<file path="config.mk">
export PLATFORM = sky130hd
export DESIGN_NAME = gated_edge_frequency_counter_unit
export DESIGN_NICKNAME = d
export VERILOG_FILES = /design/src/gefc_pkg.sv /design/src/gefc_front.sv /design/src/gefc_queue.sv /design/src/gefc_back.sv /design/src/gated_edge_frequency_counter_unit.sv
export SDC_FILE = /design/constraint.sdc
export NUM_CORES = 1
export LEC_CHECK = 0
export ABC_AREA = 1
export BUFFER_PORTS_ARGS = -buffer_cell sky130_fd_sc_hd__buf_2
export CELL_PAD_IN_SITES_DETAIL_PLACEMENT = 0
export CELL_PAD_IN_SITES_GLOBAL_PLACEMENT = 1
export CORE_MARGIN = 2
export CORE_UTILIZATION = 51
export DETAILED_ROUTE_END_ITERATION = 6
export GPL_ROUTABILITY_DRIVEN = 0
export GPL_TIMING_DRIVEN = 1
export PLACE_DENSITY_LB_ADDON = 0.1
export SYNTH_ARGS = -nofsm -noshare
export SYNTH_HDL_FRONTEND = slang
export SYNTH_SLANG_ARGS = --single-unit
</file>
<file path="constraint.sdc">
create_clock -name i_clk -period 8.1 [get_ports i_clk]
set_input_delay 0 -clock i_clk [delete_from_list [all_inputs] [get_ports i_clk]]
set_output_delay 0 -clock i_clk [all_outputs]
set_load 0.01 [all_outputs]
</file>
<file path="src/gefc_pkg.sv">
// Shared types and constants for the gated edge frequency counter.
package gefc_pkg;

    localparam int SAMPLE_BITS = 10;
    localparam int CFG_INDEX_BITS = 2;
    localparam int CFG_DATA_BITS = 10;
    localparam int QUEUE_DEPTH = 4;
    localparam int QUEUE_PTR_BITS = $clog2(QUEUE_DEPTH);
    localparam int QUEUE_CNT_BITS = $clog2(QUEUE_DEPTH + 1);

    localparam logic [9:0] TRIGGER_RESET = 10'd203;
    localparam logic [7:0] WINDOW_RESET = 8'd25;
    localparam logic [7:0] LOW_MAX_RESET = 8'd250;
    localparam logic [7:0] HIGH_DIGIT_MAX = 8'd255;

    typedef enum logic [1:0] {
        ACT_SAMPLE = 2'd0,
        ACT_TICK   = 2'd1,
        ACT_EDGE   = 2'd2,
        ACT_BUTTON = 2'd3
    } t_action;

    typedef enum logic [CFG_INDEX_BITS-1:0] {
        CFG_TRIGGER_LEVEL = 2'd0,
        CFG_WINDOW_TICKS  = 2'd1,
        CFG_LOW_DIGIT_MAX = 2'd2
    } t_cfg_index;

    typedef struct packed {
        t_action                action;
        logic [SAMPLE_BITS-1:0] sample;
    } t_in_item;

    typedef struct packed {
        logic [7:0] out_byte;
        logic       last;
        logic       is_rest;
    } t_out_item;

    typedef struct packed {
        logic [7:0] low_digit;
        logic [7:0] high_digit;
        logic       is_rest;
    } t_report;

endpackage

</file>
<file path="src/gefc_front.sv">
// Front part: configuration registers, window control and edge counting.
module gefc_front
    import gefc_pkg::*;
(
    input  logic                      i_clk,
    input  logic                      i_rst_n,
    input  logic                      i_accept,
    input  t_in_item                  i_item,
    input  logic                      i_cfg_we,
    input  logic [CFG_INDEX_BITS-1:0] i_cfg_index,
    input  logic [CFG_DATA_BITS-1:0]  i_cfg_data,
    output logic                      o_report_push,
    output t_report                   o_report
);

    logic [SAMPLE_BITS-1:0] r_trigger;
    logic [7:0]             r_window;
    logic [7:0]             r_low_max;
    logic                   r_measuring;
    logic [7:0]             r_tick;
    logic [7:0]             r_low;
    logic [7:0]             r_high;

    logic                   n_measuring;
    logic [7:0]             n_tick;
    logic [7:0]             n_low;
    logic [7:0]             n_high;
    logic [7:0]             tick_inc;

    always_ff @(posedge i_clk) begin
        if (!i_rst_n) begin
            r_trigger <= TRIGGER_RESET[SAMPLE_BITS-1:0];
            r_window  <= WINDOW_RESET;
            r_low_max <= LOW_MAX_RESET;
        end else if (i_cfg_we) begin
            case (i_cfg_index)
                CFG_TRIGGER_LEVEL: begin
                    r_trigger <= i_cfg_data[SAMPLE_BITS-1:0];
                end
                CFG_WINDOW_TICKS: begin
                    r_window <= i_cfg_data[7:0];
                end
                CFG_LOW_DIGIT_MAX: begin
                    r_low_max <= i_cfg_data[7:0];
                end
                default: begin
                end
            endcase
        end
    end

    assign tick_inc = r_tick + 8'd1;

    always_comb begin
        n_measuring   = r_measuring;
        n_tick        = r_tick;
        n_low         = r_low;
        n_high        = r_high;
        o_report_push = 1'b0;
        o_report      = '{low_digit: r_low, high_digit: r_high, is_rest: 1'b0};
        if (i_accept) begin
            case (i_item.action)
                ACT_SAMPLE: begin
                    if (!r_measuring && (i_item.sample >= r_trigger)) begin
                        n_measuring = 1'b1;
                        n_tick      = 8'd0;
                    end
                end
                ACT_TICK: begin
                    if (r_measuring) begin
                        n_tick = tick_inc;
                        if (tick_inc == r_window) begin
                            o_report_push = (r_low != 8'd0) || (r_high != 8'd0);
                            n_measuring   = 1'b0;
                            n_tick        = 8'd0;
                            n_low         = 8'd0;
                            n_high        = 8'd0;
                        end
                    end
                end
                ACT_EDGE: begin
                    if (r_measuring) begin
                        if (r_low >= r_low_max) begin
                            if (r_high != HIGH_DIGIT_MAX) begin
                                n_high = r_high + 8'd1;
                                n_low  = 8'd0;
                            end
                        end else begin
                            n_low = r_low + 8'd1;
                        end
                    end
                end
                ACT_BUTTON: begin
                    o_report_push = 1'b1;
                    o_report      = '{low_digit: 8'd0, high_digit: 8'd0, is_rest: 1'b1};
                end
                default: begin
                end
            endcase
        end
    end

    always_ff @(posedge i_clk) begin
        if (!i_rst_n) begin
            r_measuring <= 1'b0;
            r_tick      <= 8'd0;
            r_low       <= 8'd0;
            r_high      <= 8'd0;
        end else begin
            r_measuring <= n_measuring;
            r_tick      <= n_tick;
            r_low       <= n_low;
            r_high      <= n_high;
        end
    end

endmodule

</file>
<file path="src/gefc_queue.sv">
// Short report queue between the front and back parts.
module gefc_queue
    import gefc_pkg::*;
(
    input  logic    i_clk,
    input  logic    i_rst_n,
    input  logic    i_push,
    input  t_report i_data,
    input  logic    i_pop,
    output t_report o_data,
    output logic    o_full,
    output logic    o_empty
);

    t_report                   r_slot [QUEUE_DEPTH];
    logic [QUEUE_PTR_BITS-1:0] r_wr_ptr;
    logic [QUEUE_PTR_BITS-1:0] r_rd_ptr;
    logic [QUEUE_CNT_BITS-1:0] r_count;

    assign o_full  = (r_count == QUEUE_CNT_BITS'(QUEUE_DEPTH));
    assign o_empty = (r_count == '0);
    assign o_data  = r_slot[r_rd_ptr];

    always_ff @(posedge i_clk) begin
        if (i_push) begin
            r_slot[r_wr_ptr] <= i_data;
        end
    end

    always_ff @(posedge i_clk) begin
        if (!i_rst_n) begin
            r_wr_ptr <= '0;
            r_rd_ptr <= '0;
            r_count  <= '0;
        end else begin
            if (i_push) begin
                r_wr_ptr <= r_wr_ptr + 1'b1;
            end
            if (i_pop) begin
                r_rd_ptr <= r_rd_ptr + 1'b1;
            end
            case ({i_push, i_pop})
                2'b10: begin
                    r_count <= r_count + 1'b1;
                end
                2'b01: begin
                    r_count <= r_count - 1'b1;
                end
                default: begin
                end
            endcase
        end
    end

`ifndef SYNTHESIS
    a_no_overflow: assert property (@(posedge i_clk) disable iff (!i_rst_n)
        !(i_push && o_full))
        else $error("Report pushed into a full queue.");

    a_no_underflow: assert property (@(posedge i_clk) disable iff (!i_rst_n)
        !(i_pop && o_empty))
        else $error("Report popped from an empty queue.");

    a_count_bound: assert property (@(posedge i_clk) disable iff (!i_rst_n)
        r_count <= QUEUE_CNT_BITS'(QUEUE_DEPTH))
        else $error("Queue count exceeds its depth.");
`endif

endmodule

</file>
<file path="src/gefc_back.sv">
// Back part: turns each report into two result items through an output register.
module gefc_back
    import gefc_pkg::*;
(
    input  logic      i_clk,
    input  logic      i_rst_n,
    input  t_report   i_report,
    input  logic      i_report_empty,
    output logic      o_report_pop,
    input  logic      i_pop,
    output logic      o_empty,
    output t_out_item o_item
);

    t_report r_report;
    logic    r_valid;
    logic    r_second;
    logic    load;

    assign load = !i_report_empty && (!r_valid || (i_pop && r_second));
    assign o_report_pop = load;

    always_ff @(posedge i_clk) begin
        if (load) begin
            r_report <= i_report;
        end
    end

    always_ff @(posedge i_clk) begin
        if (!i_rst_n) begin
            r_valid  <= 1'b0;
            r_second <= 1'b0;
        end else if (load) begin
            r_valid  <= 1'b1;
            r_second <= 1'b0;
        end else if (r_valid && i_pop) begin
            if (r_second) begin
                r_valid  <= 1'b0;
                r_second <= 1'b0;
            end else begin
                r_second <= 1'b1;
            end
        end
    end

    assign o_empty         = !r_valid;
    assign o_item.out_byte = r_second ? r_report.high_digit : r_report.low_digit;
    assign o_item.last     = r_second;
    assign o_item.is_rest  = r_report.is_rest;

`ifndef SYNTHESIS
    a_second_valid: assert property (@(posedge i_clk) disable iff (!i_rst_n)
        r_second |-> r_valid)
        else $error("Second byte flagged with no report held.");

    a_drain_empty: assert property (@(posedge i_clk) disable iff (!i_rst_n)
        (r_valid && r_second && i_pop && i_report_empty) |=> !r_valid)
        else $error("Report not released after its last item.");
`endif

endmodule

</file>
<file path="src/gated_edge_frequency_counter_unit.sv">
// Top level of the gated edge frequency counter.
// One event item is taken in every clock cycle while full is low; the front
// part updates the window and the edge digits in the cycle that the item is
// accepted. Each report (a closed window with edges counted, or a button rest
// marker) enters a four-entry queue and leaves as two result items, low byte
// then high byte, one per cycle from the output register while pop is high.
// full rises only when that queue holds four reports, so the result side sets
// the sustained rate. Configuration writes are taken in every cycle.
module gated_edge_frequency_counter_unit
    import gefc_pkg::*;
(
    input  logic                      i_clk,
    input  logic                      i_rst_n,
    input  logic                      push,
    output logic                      full,
    input  t_in_item                  i_item,
    output logic                      empty,
    input  logic                      pop,
    output t_out_item                 o_item,
    input  logic                      i_cfg_valid,
    output logic                      o_cfg_ready,
    input  logic [CFG_INDEX_BITS-1:0] i_cfg_index,
    input  logic [CFG_DATA_BITS-1:0]  i_cfg_data
);

    logic    accept;
    logic    report_push;
    t_report report_in;
    t_report report_out;
    logic    report_pop;
    logic    report_full;
    logic    report_empty;

    assign full        = report_full;
    assign accept      = push && !report_full;
    assign o_cfg_ready = 1'b1;

    gefc_front u_front (
        .i_clk         (i_clk),
        .i_rst_n       (i_rst_n),
        .i_accept      (accept),
        .i_item        (i_item),
        .i_cfg_we      (i_cfg_valid),
        .i_cfg_index   (i_cfg_index),
        .i_cfg_data    (i_cfg_data),
        .o_report_push (report_push),
        .o_report      (report_in)
    );

    gefc_queue u_queue (
        .i_clk   (i_clk),
        .i_rst_n (i_rst_n),
        .i_push  (report_push),
        .i_data  (report_in),
        .i_pop   (report_pop),
        .o_data  (report_out),
        .o_full  (report_full),
        .o_empty (report_empty)
    );

    gefc_back u_back (
        .i_clk          (i_clk),
        .i_rst_n        (i_rst_n),
        .i_report       (report_out),
        .i_report_empty (report_empty),
        .o_report_pop   (report_pop),
        .i_pop          (pop),
        .o_empty        (empty),
        .o_item         (o_item)
    );

endmodule

</file>
* After elaboration in Yosys (flattened, before gate mapping) *
Memory sizes are Yosys's and may differ from the RTL's. A register that Yosys moved wholly into a read port is not among the register bits.
Index checks and enable logic that the tools add are counted.

operators by class
  add/sub/neg operators = 7
  $lt $le $gt $ge = 2
  eq/ne operators = 17
  muxes and demuxes = 32
  bitwise logic cells = 1
  reduce and logical (&&, ||, !) cells = 30

operators with widths
  cell                                                                      number
  8-bit 2-to-1 mux                                                          12
  8-bit case mux with 2 select lines                                        3
  17-bit 2-to-1 mux                                                         2
  8-bit by 1-bit adder with 8-bit output (second input constant)            3
  8-bit nonzero test                                                        2
  1-bit 2-to-1 mux                                                          12
  2-bit by 1-bit inequality test with 1-bit output (second input constant)  6
  10-bit >= comparator                                                      1
  2-bit nonzero test                                                        5
  2-bit == test (second input constant)                                     4
  8-bit == test                                                             1
  8-bit >= comparator                                                       1
  8-bit inequality test (second input constant)                             1
  2-bit AND reduction                                                       4
  7-bit AND reduction                                                       1
  2-bit by 1-bit == test with 1-bit output (second input constant)          3
  3-bit case mux with 2 select lines                                        1
  6-bit AND reduction                                                       1
  1-bit logical AND                                                         5
  2-bit by 1-bit adder with 2-bit output (second input constant)            2
  1-bit logical NOT                                                         4
  2-bit logical NOT                                                         2
  1-bit case mux with 2 select lines                                        2
  4-bit AND reduction                                                       1
  other kinds (9)                                                           10

storage, ports and cells
  register bits after elaboration = 60
  memory bits (writable) = 68
  bits of input ports = 29
  output and inout bits = 13
  word-level logic and storage cells = 102
  memories kept = 1

memories
  memory          depth  width  read ports  clocked after Yosys merged registers in  write ports  line              source
  u_queue.r_slot  4      17     1           1                                        1            gefc_queue.sv:15  t_report r_slot [QUEUE_DEPTH];

* Logic depth before layout (Yosys ltp) *
  depth in word-level cells = 8
  depth in mapped cells = 19
  depth with buffers taken out = 18

* By module *
Synthesis repeated with hierarchy kept, for this count alone.

second synthesis, totals
  cell total of the unflattened synthesis = 799
  area, all modules = 7,183.1 µm²

by module, submodules not included
  module                             times used  cells each  area each (µm²)  seq. area each (µm²)
  gefc_front                         1           517         3,395.8          1,021.0
  gefc_queue                         1           221         3,021.6          2,222.1
  gefc_back                          1           57          744.5            550.5
  gated_edge_frequency_counter_unit  1           4           21.3             0.0

* Least setup slack after synthesis *
OpenSTA, ideal clock, no wires.

  path type = flip-flop to flip-flop
  from = register u_front.r_tick[0]
  to = register u_queue.r_count[2]
  library setup time = 0.122 ns
  data arrival time = 2.493 ns
  required time = 7.978 ns
  slack = 5.485 ns
  cell stages (with the launch flop) = 19
  path buffers = 1
  clock period less this slack = 2.615 ns
  cells stage by stage = dfxtp_1 ha_1 nand3_1 o21bai_1 nand3_1 nand2_1 inv_1 nand2_1 nor2_2 nand4_2 and2_1 buf_6 ha_1 inv_1 fa_1 a21oi_1 o21ai_0 o21ai_0 a21oi_1

on the way
  word-level cells in the longest chain between the ends = 8
  elaborated cells on any way between the ends = 10
  those cells by class = 1 x add/sub; 3 x eq/ne; 5 x mux; 1 x reduce/logical

ends and longest elaborated chain
  item                                                                       line               source
  start, declared                                                            gefc_front.sv:20   logic [7:0] r_tick;
  start signal, assigned                                                     gefc_front.sv:111  r_tick <= n_tick;
  8-bit by 1-bit adder with 8-bit output (*)                                 gefc_front.sv:52   assign tick_inc = r_tick + 8'd1;
  8-bit == test (*)                                                          gefc_front.sv:72   if (tick_inc == r_window) begin
  1-bit 2-to-1 mux (*)                                                       gefc_front.sv:72
  1-bit 2-to-1 mux (*)                                                       gefc_front.sv:70   if (r_measuring) begin
  1-bit case mux with 2 select lines (*)                                     gefc_front.sv:62   case (i_item.action)
  1-bit 2-to-1 mux (*)                                                       gefc_front.sv:61   if (i_accept) begin
  2-bit by 1-bit == test with 1-bit output or 2-bit == test (tied branches)  gefc_queue.sv:42   case ({i_push, i_pop})
  3-bit case mux with 2 select lines or 2-bit nonzero test (tied branches)   n/a
  end signal, assigned                                                       gefc_queue.sv:44   r_count <= r_count + 1'b1;
  end signal, assigned                                                       gefc_queue.sv:47   r_count <= r_count - 1'b1;
  end, declared                                                              gefc_queue.sv:18   logic [QUEUE_CNT_BITS-1:0] r_count;

Mark *: on every way between the ends. The rest lies on a longest branch, timed or not.
A chain may end at the register's enable or synchronous reset.

* Worst setup path in the final report *
Ends and elaborated chain as after synthesis.

==> flow_summary.yaml <==
flow_run:
  maxCapViolations: 0
logic_synthesis:
  avgSynthCellArea_um2: 8.99
  synth-seq-cells: 145
  syn_inst: 774
  syn-num-nets: 836
  async_flop_share: 0
  yosysUniqueCellTypes: 40
  syn_area_um2: 6960
  synth_edf_count: 85
  synth_warnings: 0
  synth_top_flop_cell: "edfxtp_1"
  synth_seq_area_share: 0.540
clock_network:
  clockBufferDepth: 2
  cts_buffers: 17
  cts_root_buf: "clkbuf_16"
  htreeDepth: 4
  clkTransAtPathRegs_ps: 60
  cts.sinks: 145
  clk_latency_ps: 420
  cts_tree: "built"
routing:
  drt.antenna.violating_nets: 0
  drt_iter0_markers: 310
  wl_per_cell_um: 14.4
  vias: 5300
  dr.pass1.iters: 5
  post-route-drc-count: 0
  drt_wl_total_um: 14700
  via_per_inst: 5.22
setup_path:
  cp_data_arrival_time_ps: 3300
  worstPathMaxFanout: 6
  reg2reg_slack_ps: 5100
  worstReg2RegStart: "u_front.r_tick[0]"
  required_ps: 8400
  endpoint_kind: "flip-flop"
  crit_path_start_kind: "flip-flop"
  worstSetupPathType: "reg -> reg"
  worstSetupStartpoint: "u_front.r_tick[0]"
global_routing:
  grt_pass1_wl_um: 24300
  grt_util_all_layers: 0.216
  grt_overflow_total: 0
  grt_pass1_vias: 5021
  grt_max_degree: 43
  antenna_found_initial: 0
run_status:
  outcome: "complete, no violations"
worst_hold_path:
  min_from: "i_cfg_valid"
  min_path_type: "in -> reg"
power_and_ir_drop:
  power_per_cell_area_nw_per_um2: 260
  p_leak_nw: 3.19
  max-vdd-ir-drop_mv: 0.179
sta:
  setup_tns_ps: 0
  min_period_ps: 3000
  maxSlewHeadroom: 0.233
  fin_skew_ps: 7.90
  timing.final.crit_share: 0.370
  rsz0062_at_grt: "false"
  finalSetupViolCount: 0
  clock.fmax_mhz: 334
  maxSlewViolCount: 0
  tightest_slew_ps: 1150
  hold_violations: 0
die:
  io_pins: 42
  chipWidth_um: 121
  start_util: 0.523
  die-area_um2: 14600
  fp.coreArea_um2: 13300
  die_height_um: 121
  num_rows: 42
finish:
  area_growth_pct: 16.1
  diodes: 0
  fin_util: 0.607
  layout-drive-gt1-share: 0.120
  fin_area_um2: 8080
  nets: 889
place:
  port_buffers: 40
  place_area_um2: 7240
  hpwl_um: 10200
final timing paths:
check,end,depth (start not counted)
worst max-delay path,u_queue.r_count[2],17
worst min-delay path,u_front.r_trigger[0],5
worst max register to register,u_queue.r_count[2],17
worst min register to register,u_front.r_trigger[5],2
critical path, stage by stage (launching register included):
cell and delay [ps]:
dfxtp_1 430, ha_1 250, nand3_1 160, o21ai_0 220, nand3_1 100, nand2_1 80, inv_1 40, nand2_1 60
nor2_2 40, nand4_2 110, and2_1 300, ha_1 190, inv_1 70, fa_1 370, a21oi_1 140, o21ai_0 110
o21ai_0 160, a21oi_1 50
state kept, by name, summed over array words and instances, names as in the netlist:
| signal | flops |
|---|---|
| u_front.r_low | 8 |
| u_front.r_trigger | 10 |
| u_front.r_window | 8 |
| u_front.r_tick | 8 |
| u_queue.r_rd_ptr | 2 |
| u_queue.r_slot | 68 |
| u_front.r_high | 8 |
| u_back.r_valid | 1 |
| u_back.r_report | 16 |
| u_back.o_item | 1 |
| u_front.r_measuring | 1 |
| u_queue.r_count | 3 |
| u_front.r_low_max | 8 |
| u_back.r_second | 1 |
| u_queue.r_wr_ptr | 2 |
final cells by class:
| type | instances | area, um2 |
|---|---|---|
| Clock buffer | 24 | 559 |
| Clock inverter | 8 | 82.6 |
| Fill cell | 1152 | 5220 |
| Inverter | 89 | 334 |
| Multi-Input combinational cell | 514 | 2730 |
| Sequential cell | 145 | 3750 |
| Tap cell | 176 | 220 |
| Timing Repair Buffer | 60 | 398 |
synthesized netlist by cell type, types with 2 or more instances:
master,n,area share
a21oi_1,41,0.029
a21oi_2,2,0.0025
buf_1,3,0.0016
buf_4,3,0.0032
buf_8,2,0.0043
clkbuf_1,16,0.0086
clkinv_1,2,0.0011
dfxtp_1,60,0.17
edfxtp_1,85,0.37
ha_1,32,0.058
inv_1,83,0.045
inv_2,4,0.0022
nand2_1,132,0.071
nand2_2,8,0.0072
nand3_1,37,0.027
nand3_2,2,0.0029
nand4_1,9,0.0081
nor2_1,104,0.056
nor2_2,7,0.0063
nor2_4,3,0.0049
nor3_1,14,0.010
nor4_1,2,0.0018
o211ai_1,13,0.014
o21ai_0,60,0.043
o21ai_1,9,0.0065
o22ai_1,17,0.015
xnor2_1,2,0.0025
xor2_1,10,0.013
what timing repair did:
action / 4_1_cts / 5_1_grt
buffers inserted: 0 / 0
gates resized for setup: 0 / 0
endpoints found under the setup margin: 0 / 0
hold buffers: 19 / 0
hold endpoints to repair: 27 / 0
layer usage:
layer,GRT usage,up-vias,share of wire
met3,0.0462,16,0.036
met4,0.0712,0,0.014
li1,-,2715,-
met1,0.282,2449,0.48
met5,0,-,0
met2,0.357,120,0.47
logic make-up (layout without fill, tap and decap cells):
group	Yosys count	in the layout	share of synthesized area
buffers and inverters	115	181	0.0682
DFF	145	145	0.540
adders and majority gates	33	33	0.0604
AOI/OAI and AO/OA	144	144	0.113
xor gates and xnor gates	12	12	0.0151
and+or+nand+nor	324	324	0.203
other	1	1	0.000539
cells in the final DEF (no fill, tap or decap), types with 2 or more instances in the layout:
| cell | n |
|---|---|
| a21oi_2 | 2 |
| edfxtp_1 | 85 |
| nor2_4 | 3 |
| o21ai_1 | 9 |
| nor2_2 | 7 |
| xor2_1 | 10 |
| clkinv_4 | 2 |
| o22ai_1 | 17 |
| o211ai_1 | 13 |
| ha_1 | 32 |
| xnor2_1 | 2 |
| nand2_1 | 132 |
| dfxtp_1 | 60 |
| nor3_1 | 14 |
| clkbuf_16 | 22 |
| nand3_2 | 2 |
| clkinv_1 | 2 |
| nand4_1 | 9 |
| nor2_1 | 104 |
| inv_6 | 2 |
| nand2_2 | 8 |
| clkinv_2 | 2 |
| buf_2 | 40 |
| nor4_1 | 2 |
| nand3_1 | 37 |
| dlygate4sd3_1 | 19 |
| a21oi_1 | 41 |
| o21ai_0 | 60 |
| inv_2 | 4 |
| inv_1 | 83 |
report_power, final:
| part | internal, mW | switching, mW | total [mW] |
|---|---|---|---|
| combinational | 0.121 | 0.235 | 0.355 |
| clock | 0.518 | 0.304 | 0.822 |
| sequential | 0.872 | 0.0519 | 0.923 |
| total | 1.51 | 0.590 | 2.10 |
metrics by stage:
step	setup WS [ps]	hold WS, ps	total power [mW]	std cells
finish	5100	48.2	2.10	1016
global route	4820	107	2.20	1016
floorplan	5480	113	1.18	774
detailed placement	5120	265	1.29	965
global placement	5260	257	1.28	965
CTS	5090	22.8	2.12	1016
(Power assumes the default switching activity.)
